--- config.mk ---
export PLATFORM = sky130hd
export DESIGN_NAME = tx_ring_packetizer
export DESIGN_NICKNAME = d
export VERILOG_FILES = /design/src/rtl/trp_pkg.sv /design/src/rtl/trp_ram.sv /design/src/rtl/trp_out.sv /design/src/rtl/trp_ctrl.sv /design/src/rtl/tx_ring_packetizer.sv
export SDC_FILE = /design/constraint.sdc
export NUM_CORES = 2
export LEC_CHECK = 0
export ABC_AREA = 1
export BUFFER_PORTS_ARGS = -buffer_cell sky130_fd_sc_hd__buf_2
export CAP_MARGIN = 10
export CORE_MARGIN = 1
export CORE_UTILIZATION = 45
export DETAILED_ROUTE_END_ITERATION = 6
export MAX_ROUTING_LAYER = met4
export PLACE_DENSITY = 0.67
export SLEW_MARGIN = 20
export SYNTH_ARGS = -nofsm -noshare
export SYNTH_HDL_FRONTEND = slang
export SYNTH_SLANG_ARGS = --single-unit
--- constraint.sdc ---
create_clock -name clk -period 5.8 [get_ports clk]
set_input_delay 0.29 -clock clk [delete_from_list [all_inputs] [get_ports clk]]
set_output_delay 0.29 -clock clk [all_outputs]
set_load 0.05 [all_outputs]
--- src/rtl/trp_pkg.sv ---
// Shared types and constants for the transmit ring packetizer.
// Holds the request and result item structs, the kind codes and default sizes.
// No dependencies.
package trp_pkg;

	// Default sizes handed to the top level
	localparam int FIFO_DEPTH_DEF = 256;
	localparam int PACKET_MAX_DEF = 64;

	// Request kind codes
	localparam logic [1:0] KIND_PUSH = 2'd0;
	localparam logic [1:0] KIND_KICK = 2'd1;
	localparam logic [1:0] KIND_DONE = 2'd2;

	// Result kind codes
	localparam logic RES_STATUS = 1'b0;
	localparam logic RES_PACKET = 1'b1;

	typedef struct packed {
		logic [1:0] kind;
		logic [7:0] data_byte;
		logic       link_configured;
	} req_t;

	typedef struct packed {
		logic       result_kind;
		logic       accepted;
		logic [7:0] packet_byte;
		logic       packet_last;
	} rsp_t;

	// Load request from the controller into the output register
	typedef struct packed {
		logic valid;
		rsp_t item;
	} load_t;

endpackage

--- src/rtl/trp_ram.sv ---
// Generic synchronous RAM: one write port, one read port, registered read.
// Read data holds its value while no read is issued.
// No dependencies.
module trp_ram #(
	parameter int WIDTH = 8,
	parameter int DEPTH = 256
) (
	input  logic                     clk,
	input  logic                     we,
	input  logic [$clog2(DEPTH)-1:0] waddr,
	input  logic [WIDTH-1:0]         wdata,
	input  logic                     re,
	input  logic [$clog2(DEPTH)-1:0] raddr,
	output logic [WIDTH-1:0]         rdata
);

	logic [WIDTH-1:0] mem [DEPTH];

	always_ff @(posedge clk) begin
		if (we) begin
			mem[waddr] <= wdata;
		end
		if (re) begin
			rdata <= mem[raddr];
		end
	end

endmodule

--- src/rtl/trp_out.sv ---
// Output register of the packetizer: one result item with its valid flag.
// Depends on trp_pkg for the result and load types.
module trp_out (
	input  logic          clk,
	input  logic          arst_n,
	input  trp_pkg::load_t load,
	output logic          free,
	output logic          rsp_valid,
	input  logic          rsp_stall,
	output trp_pkg::rsp_t rsp
);

	logic          valid_q;
	trp_pkg::rsp_t item_q;

	// Slot is free when empty or being taken at this edge
	assign free      = !valid_q || !rsp_stall;
	assign rsp_valid = valid_q;
	assign rsp       = item_q;

	always_ff @(posedge clk or negedge arst_n) begin
		if (!arst_n) begin
			valid_q <= 1'b0;
		end else if (load.valid) begin
			valid_q <= 1'b1;
		end else if (!rsp_stall) begin
			valid_q <= 1'b0;
		end
	end

	// Payload, no reset needed
	always_ff @(posedge clk) begin
		if (load.valid) begin
			item_q <= load.item;
		end
	end

endmodule

--- src/rtl/trp_ctrl.sv ---
// Controller of the packetizer: ring pointers, busy flag, packet drain sequencer.
// Drives the ring RAM ports and loads the output register.
// Depends on trp_pkg.
module trp_ctrl #(
	parameter int FIFO_DEPTH = trp_pkg::FIFO_DEPTH_DEF,
	parameter int PACKET_MAX = trp_pkg::PACKET_MAX_DEF
) (
	input  logic                          clk,
	input  logic                          arst_n,
	input  logic                          req_valid,
	output logic                          req_stall,
	input  trp_pkg::req_t                 req,
	input  logic                          out_free,
	output trp_pkg::load_t                load,
	output logic                          wr_en,
	output logic [$clog2(FIFO_DEPTH)-1:0] wr_addr,
	output logic [7:0]                    wr_data,
	output logic                          rd_en,
	output logic [$clog2(FIFO_DEPTH)-1:0] rd_addr,
	input  logic [7:0]                    rd_data
);

	localparam int PTR_W = $clog2(FIFO_DEPTH);
	localparam int CNT_W = (PACKET_MAX > 1) ? $clog2(PACKET_MAX) : 1;
	localparam logic [PTR_W-1:0] PTR_LAST = PTR_W'(FIFO_DEPTH - 1);
	localparam logic [CNT_W-1:0] CNT_LAST = CNT_W'(PACKET_MAX - 1);

	localparam logic [1:0] ST_IDLE  = 2'd0;
	localparam logic [1:0] ST_DRAIN = 2'd1;
	localparam logic [1:0] ST_FLUSH = 2'd2;

	logic [1:0]       state_q;
	logic [PTR_W-1:0] wr_ptr_q;
	logic [PTR_W-1:0] rd_ptr_q;
	logic             busy_q;
	logic [CNT_W-1:0] cnt_q;
	logic             rd_valid_s1;
	logic             last_s1;

	logic             req_fire;
	logic             is_push;
	logic             is_kick;
	logic             is_done;
	logic             empty;
	logic             full;
	logic [PTR_W-1:0] wr_next;
	logic [PTR_W-1:0] rd_next;
	logic             busy_eff;
	logic             start;
	logic             s1_move;
	logic             issue_last;

	// Decode and ring status
	assign req_stall = (state_q != ST_IDLE) || !out_free;
	assign req_fire  = req_valid && !req_stall;
	assign is_push   = req.kind == trp_pkg::KIND_PUSH;
	assign is_kick   = req.kind == trp_pkg::KIND_KICK;
	assign is_done   = req.kind == trp_pkg::KIND_DONE;

	assign wr_next = (wr_ptr_q == PTR_LAST) ? '0 : wr_ptr_q + 1'b1;
	assign rd_next = (rd_ptr_q == PTR_LAST) ? '0 : rd_ptr_q + 1'b1;
	assign empty   = rd_ptr_q == wr_ptr_q;
	assign full    = wr_next == rd_ptr_q;

	// Transmit complete frees the endpoint before the start check
	assign busy_eff = is_done ? 1'b0 : busy_q;
	assign start    = req_fire && (is_kick || is_done) && req.link_configured
	                  && !busy_eff && !empty;

	// Ring write on an accepted push
	assign wr_en   = req_fire && is_push && req.link_configured && !full;
	assign wr_addr = wr_ptr_q;
	assign wr_data = req.data_byte;

	// Drain: issue a read only when the read stage is free or moving on
	assign s1_move    = rd_valid_s1 && out_free;
	assign rd_en      = (state_q == ST_DRAIN) && (!rd_valid_s1 || s1_move);
	assign rd_addr    = rd_ptr_q;
	assign issue_last = (rd_next == wr_ptr_q) || (cnt_q == CNT_LAST);

	// Output register load: packet bytes while draining, status on a push
	always_comb begin
		load = '0;
		if (s1_move) begin
			load.valid            = 1'b1;
			load.item.result_kind = trp_pkg::RES_PACKET;
			load.item.packet_byte = rd_data;
			load.item.packet_last = last_s1;
		end else if (req_fire && is_push) begin
			load.valid            = 1'b1;
			load.item.result_kind = trp_pkg::RES_STATUS;
			load.item.accepted    = !req.link_configured || !full;
		end
	end

	// Pointers and busy flag
	always_ff @(posedge clk or negedge arst_n) begin
		if (!arst_n) begin
			wr_ptr_q <= '0;
			rd_ptr_q <= '0;
			busy_q   <= 1'b0;
		end else begin
			if (wr_en) begin
				wr_ptr_q <= wr_next;
			end
			if (rd_en) begin
				rd_ptr_q <= rd_next;
			end
			if (start) begin
				busy_q <= 1'b1;
			end else if (req_fire && is_done) begin
				busy_q <= 1'b0;
			end
		end
	end

	// Drain sequencer and read stage
	always_ff @(posedge clk or negedge arst_n) begin
		if (!arst_n) begin
			state_q     <= ST_IDLE;
			cnt_q       <= '0;
			rd_valid_s1 <= 1'b0;
			last_s1     <= 1'b0;
		end else begin
			if (rd_en) begin
				rd_valid_s1 <= 1'b1;
				last_s1     <= issue_last;
				cnt_q       <= cnt_q + 1'b1;
			end else if (s1_move) begin
				rd_valid_s1 <= 1'b0;
			end
			unique case (state_q)
				ST_IDLE: begin
					if (start) begin
						state_q <= ST_DRAIN;
						cnt_q   <= '0;
					end
				end
				ST_DRAIN: begin
					if (rd_en && issue_last) begin
						state_q <= ST_FLUSH;
					end
				end
				ST_FLUSH: begin
					if (s1_move) begin
						state_q <= ST_IDLE;
					end
				end
				default: begin
					state_q <= ST_IDLE;
				end
			endcase
		end
	end

	// Ring is never written while a packet drains
	a_no_write_in_drain: assert property (@(posedge clk) disable iff (!arst_n)
		wr_en |-> state_q == ST_IDLE)
		else $error("ring written during packet drain");

	// Never read from an empty ring
	a_no_read_empty: assert property (@(posedge clk) disable iff (!arst_n)
		rd_en |-> rd_ptr_q != wr_ptr_q)
		else $error("ring read while empty");

	// Output register is loaded only when it has room
	a_load_free: assert property (@(posedge clk) disable iff (!arst_n)
		load.valid |-> out_free)
		else $error("output register overwritten");

	// A started packet leaves the endpoint busy
	a_busy_after_start: assert property (@(posedge clk) disable iff (!arst_n)
		start |=> busy_q && state_q == ST_DRAIN)
		else $error("packet start did not set busy");

	// The read stage is empty whenever new items can be taken
	a_s1_idle: assert property (@(posedge clk) disable iff (!arst_n)
		rd_valid_s1 |-> state_q != ST_IDLE)
		else $error("read stage holds data while idle");

endmodule

--- src/rtl/tx_ring_packetizer.sv ---
// Top level of the transmit ring packetizer.
// Instantiates trp_ctrl, trp_ram and trp_out; depends on trp_pkg.
//
// Usage:
//   Request channel (req_valid / req_stall / req) carries push, kick and
//   transmit-complete items. Result channel (rsp_valid / rsp_stall / rsp)
//   returns one status item per push and one item per packet byte, the last
//   byte of a packet flagged by packet_last.
//   Pushes stream at one item per cycle while the receiver keeps up. The
//   status of a push is loaded into the output register at the accepting edge.
//   A kick or transmit complete that starts a packet drains up to PACKET_MAX
//   bytes at one byte per cycle while the receiver keeps up, set by the single
//   read port of the ring RAM. The controller enters its drain state, each
//   byte is read from the ring into the read stage and then enters the output
//   register, and the request channel stalls until the last byte has entered
//   the output register.
//   Reset clears both ring pointers and the busy flag; ring contents are not
//   cleared and need no clearing pass.
//   When the receiver stalls, the output register holds its item, the drain
//   pauses and the request channel stalls until the register frees up.
module tx_ring_packetizer #(
	parameter int FIFO_DEPTH = trp_pkg::FIFO_DEPTH_DEF,
	parameter int PACKET_MAX = trp_pkg::PACKET_MAX_DEF
) (
	input  logic          clk,
	input  logic          arst_n,
	input  logic          req_valid,
	output logic          req_stall,
	input  trp_pkg::req_t req,
	output logic          rsp_valid,
	input  logic          rsp_stall,
	output trp_pkg::rsp_t rsp
);

	localparam int PTR_W = $clog2(FIFO_DEPTH);

	trp_pkg::load_t   load;
	logic             out_free;
	logic             wr_en;
	logic [PTR_W-1:0] wr_addr;
	logic [7:0]       wr_data;
	logic             rd_en;
	logic [PTR_W-1:0] rd_addr;
	logic [7:0]       rd_data;

	// Pointer and packet control
	trp_ctrl #(
		.FIFO_DEPTH(FIFO_DEPTH),
		.PACKET_MAX(PACKET_MAX)
	) u_ctrl (
		.clk      (clk),
		.arst_n   (arst_n),
		.req_valid(req_valid),
		.req_stall(req_stall),
		.req      (req),
		.out_free (out_free),
		.load     (load),
		.wr_en    (wr_en),
		.wr_addr  (wr_addr),
		.wr_data  (wr_data),
		.rd_en    (rd_en),
		.rd_addr  (rd_addr),
		.rd_data  (rd_data)
	);

	// Ring storage
	trp_ram #(
		.WIDTH(8),
		.DEPTH(FIFO_DEPTH)
	) u_ring (
		.clk  (clk),
		.we   (wr_en),
		.waddr(wr_addr),
		.wdata(wr_data),
		.re   (rd_en),
		.raddr(rd_addr),
		.rdata(rd_data)
	);

	// Result register
	trp_out u_out (
		.clk      (clk),
		.arst_n   (arst_n),
		.load     (load),
		.free     (out_free),
		.rsp_valid(rsp_valid),
		.rsp_stall(rsp_stall),
		.rsp      (rsp)
	);

endmodule
==> out/metrics.csv <==
stage,metric,value,unit
min_path,HP Class,in -> reg,
sta,Final min period,4590,ps
routing,DRT antenna net count,0,
global_routing,Total GRT Usage,24.2,%
setup_path,CP Data Required Time,6270,ps
cts,clock sinks,2095,
run,Max Cap Viol,0,
run_status,failing checks,DRC,
sta,final setup fails,0,
setup_path,max incr delay on CP,1000,ps
floorplan,Initial Util,45.2,%
sta,Hold Fails Final Rpt,0,
logic_synthesis,syn_nets,7845,
setup_path,largest fanout on the critical path,19,
logic_synthesis,Gate Count Post-Synth,7822,
floorplan,Die Span Y,442,um
logic_synthesis,adder-cell share of the synthesized area,0.115,%
routing,WL final,234,mm
power_and_ir_drop,Clock Power Share,29.7,%
cts,clk slew on worst S/H paths,60,ps
sta,Final TNS setup,0,ps
logic_synthesis,mux share of post-synthesis cell area,0,%
logic_synthesis,Yosys cell types,31,
global_routing,total grt overflow,0,
routing,vias per cell,5.60,
sta,highest clock rate,218,MHz
finish,share of cells above drive strength 1,5.49,%
setup_path,FF-to-FF Start,u_ctrl.wr_addr[1],
setup_path,CP cell instances,ha_1 > inv_1 > nor2_4 > nand2_1 > nand3_1 > nand2_1 > nand3_1 > nor2_1 > nand3_4 > nand4_4 > nor2_1,
cts,Root Buffer,clkbuf_16,
logic_synthesis,Synth Area in Compound Gates,1.77,%
global_routing,first-pass GRT wire length,348,mm
setup_path,"Slowest-stage cell, CP",nor2_1,
power_and_ir_drop,Peak VDD IR,463,uV
placed_design,HPWL Detailed,130,mm
global_routing,initial antenna violation count,7,
power_and_ir_drop,P_int,27.7,mW
routing,routed via count,58000,
routing,Initial DRC Count,7741,
sta,Least-Margin Pin Slew,1250,ps
power_and_ir_drop,Tot Pwr,43.9,mW
finish,area delta synth->final,10.5,%
sta,fin. max-slew vios,0,
cts,CTS tree,yes,
setup_path,critical path class,reg -> reg,
global_routing,pin count of the biggest net entering global routing,216,
floorplan,row count,161,
logic_synthesis,xor-xnor portion of the synthesized cell area,0.201,%
cts,Skew-Pair Late Insertion Delay,870,ps
sta,clk_skew,60.0,ps
power_and_ir_drop,LEAKAGE,34.9,nW
setup_path,Crit. End Element,register,
floorplan,DIE AREA,0.195,sq mm
finish,nets,7688,
floorplan,Ports,28,
logic_synthesis,syn_area_per_cell,11.1,sq um
routing,DR WL/cell,22.5,um
logic_synthesis,"Seq/Total Area, Yosys",72.1,%
logic_synthesis,post-synthesis simple-gate area fraction,21.9,%
cts,total CTS buffers,203,
cts,CTS Buffer Depth,3,
cts,Post CTS Setup Buffer Count,0,
logic_synthesis,Mapped Area,0.0871,sq mm
power_and_ir_drop,pwr/cell area,457,mW/mm^2
floorplan,CORE AREA,0.192,sq mm
floorplan,die width,442,um
logic_synthesis,largest family of logic cells by synthesized area,simple AND/OR/NAND/NOR gates,
min_path,Hold Crit Start,req[0],
setup_path,FF-to-FF setup slack,1210,ps
placed_design,GP Congestion,0.972,
global_routing,vias in the first global route,54900,
logic_synthesis,#FFs+latches synth,2095,
sta,RSZ-0062 raised after global routing,no,
setup_path,crit path from,u_ctrl.wr_addr[1],
routing,detailed-router iteration count before antenna repair,7,
finish,Filler Cells Inserted,16600,
logic_synthesis,yosys warns,0,
cts,CTS H-tree depth,4,
setup_path,crit start category,register,
power_and_ir_drop,Seq pwr share,39.1,%
power_and_ir_drop,Net Sw Power,16.2,mW
setup_path,WP data arrival,5050,ps
sta,fin crit share,79.1,%
sta,Slew headroom,17.0,%
placed_design,PortBufs,27,
power_and_ir_drop,Sw Share,36.9,%
run_status,outcome,finished with violations,
power_and_ir_drop,combinational power share,31.2,%
routing,drt drc,3,
## final cells by class
class	instances	area (sq um)	area share, %
Timing Repair Buffer	130	1330	1.38
Clock inverter	132	1270	1.32
Multi-Input combinational cell	4858	20900	21.7
Sequential cell	2095	62800	65.3
Inverter	377	1440	1.50
Clock buffer	238	5270	5.48
Antenna cell	11	27.5	0.0286
Tap cell	2526	3160	3.29
## routing by layer
layer | vias to the layer above | routed length [um] | GRT usage, %
met3 | 420 | 23200 | 4.63
met1 | 28100 | 94800 | 32.8
li1 | 26500 | - | -
met5 | - | 0 | -
met4 | 0 | 7810 | 8.61
met2 | 3006 | 108000 | 36.5
## state kept, by name, indices dropped and copies added (netlist names), 2 cells and up
signal and cells:
u_ring.mem 2048, u_ctrl.wr_addr 8, u_ctrl.cnt_q 6, u_ctrl.rd_addr 8, u_ring.rdata 8, u_out.rsp 11
u_ctrl.state_q 2
## power by group through the flow
| stage | combinational [mW] | clock (mW) | sequential (mW) |
|---|---|---|---|
| after detailed placement | 13.5 | 0 | 17.5 |
| after global routing | 14.9 | 13.7 | 17.2 |
| final | 13.7 | 13.0 | 17.2 |
| after floorplan | 8.99 | 0 | 17.3 |
| after CTS | 13.5 | 13.2 | 17.2 |
| after global placement | 13.3 | 0 | 17.5 |
## logic make-up after synthesis
logic type	count (synthesis)
xor gates and xnor gates	20
buffers and inverters	869
AOI/OAI and AO/OA	287
DFF	2095
adders and majority gates	8
and+or+nand+nor	4543
## per-stage QoR
step           instance area, sq um  hold WS, ps  utilization, %  setup WS (ps)  std cells
2_1_floorplan                 87100        -5.59               -           2710       7822
3_3_place_gp                  89500          394            46.5           1460       9974
3_5_place_dp                  89500          403            46.5           1360       9974
4_1_cts                       96200         13.2            50.0           1290      10400
5_1_grt                       96200         53.6            50.0           1130      10400
6_report                      96200         40.6            50.0           1210      10400
## path summary, 6_finish.rpt
kind	to	cells after the start
min in group asynchronous	u_ctrl.state_q[1]	2
worst min-delay path	u_ctrl.cnt_q[4]	5
worst min register to register	u_ctrl.rd_valid_s1	2
worst max-delay path	u_ring.mem[165][7]	11
max in group asynchronous	u_ctrl.rd_addr[2]	2
worst max register to register	u_ring.mem[165][7]	11
## cell usage after synthesis
cell type / n / area [sq um]
buf_6: 1 / 11.3
or2_2: 1 / 6.26
clkinv_1: 4 / 15.0
nand4_1: 20 / 125
buf_4: 1 / 7.51
xor2_1: 16 / 140
inv_1: 373 / 1400
dfrtp_1: 28 / 701
buf_1: 93 / 349
nand2_1: 2348 / 8810
o211ai_1: 40 / 300
nand4_4: 6 / 128
edfxtp_1: 2067 / 62100
nand3_1: 1447 / 7240
buf_8: 1 / 15.0
clkbuf_1: 304 / 1140
ha_1: 8 / 100
nor4_1: 2 / 12.5
nand2_4: 1 / 11.3
a21oi_1: 23 / 115
nand3b_1: 1 / 7.51
nor2_4: 1 / 11.3
o21ai_0: 218 / 1090
or2_0: 1 / 6.26
nor2_1: 709 / 2660
buf_2: 92 / 460
o21ai_1: 5 / 25.0
xnor2_1: 4 / 35.0
nor3_1: 5 / 25.0
a21boi_0: 1 / 7.51
nand3_4: 1 / 17.5
## cell usage in the layout (no fill, tap or decap), types with 7 or more instances in the layout
cell type	count
clkinvlp_4	7
bufinv_16	17
edfxtp_1	2067
dfrtp_1	23
clkinv_1	53
inv_1	369
buf_8	8
nand2_1	2348
nor2_1	707
clkbuf_16	205
buf_2	19
ha_1	8
a21oi_1	23
xor2_1	16
clkbuf_1	31
buf_12	25
clkinv_2	40
nand3_1	1446
dlygate4sd3_1	12
o21ai_0	218
nand4_1	20
diode_2	11
o211ai_1	40
buf_4	66
## repair_timing
action                    in CTS  in global routing
hold buffers                  12                  0
hold endpoints to repair     267                  0
gates resized for setup        0                  0
## worst max-delay path, delay by kind of cell, from the launching register on
family	cells	cell delay, ps
buf+inv	1	140
simple gates	9	3060
fa+ha+maj	1	400
flops	1	480
No activity file was read; power rests on OpenSTA's default activity.
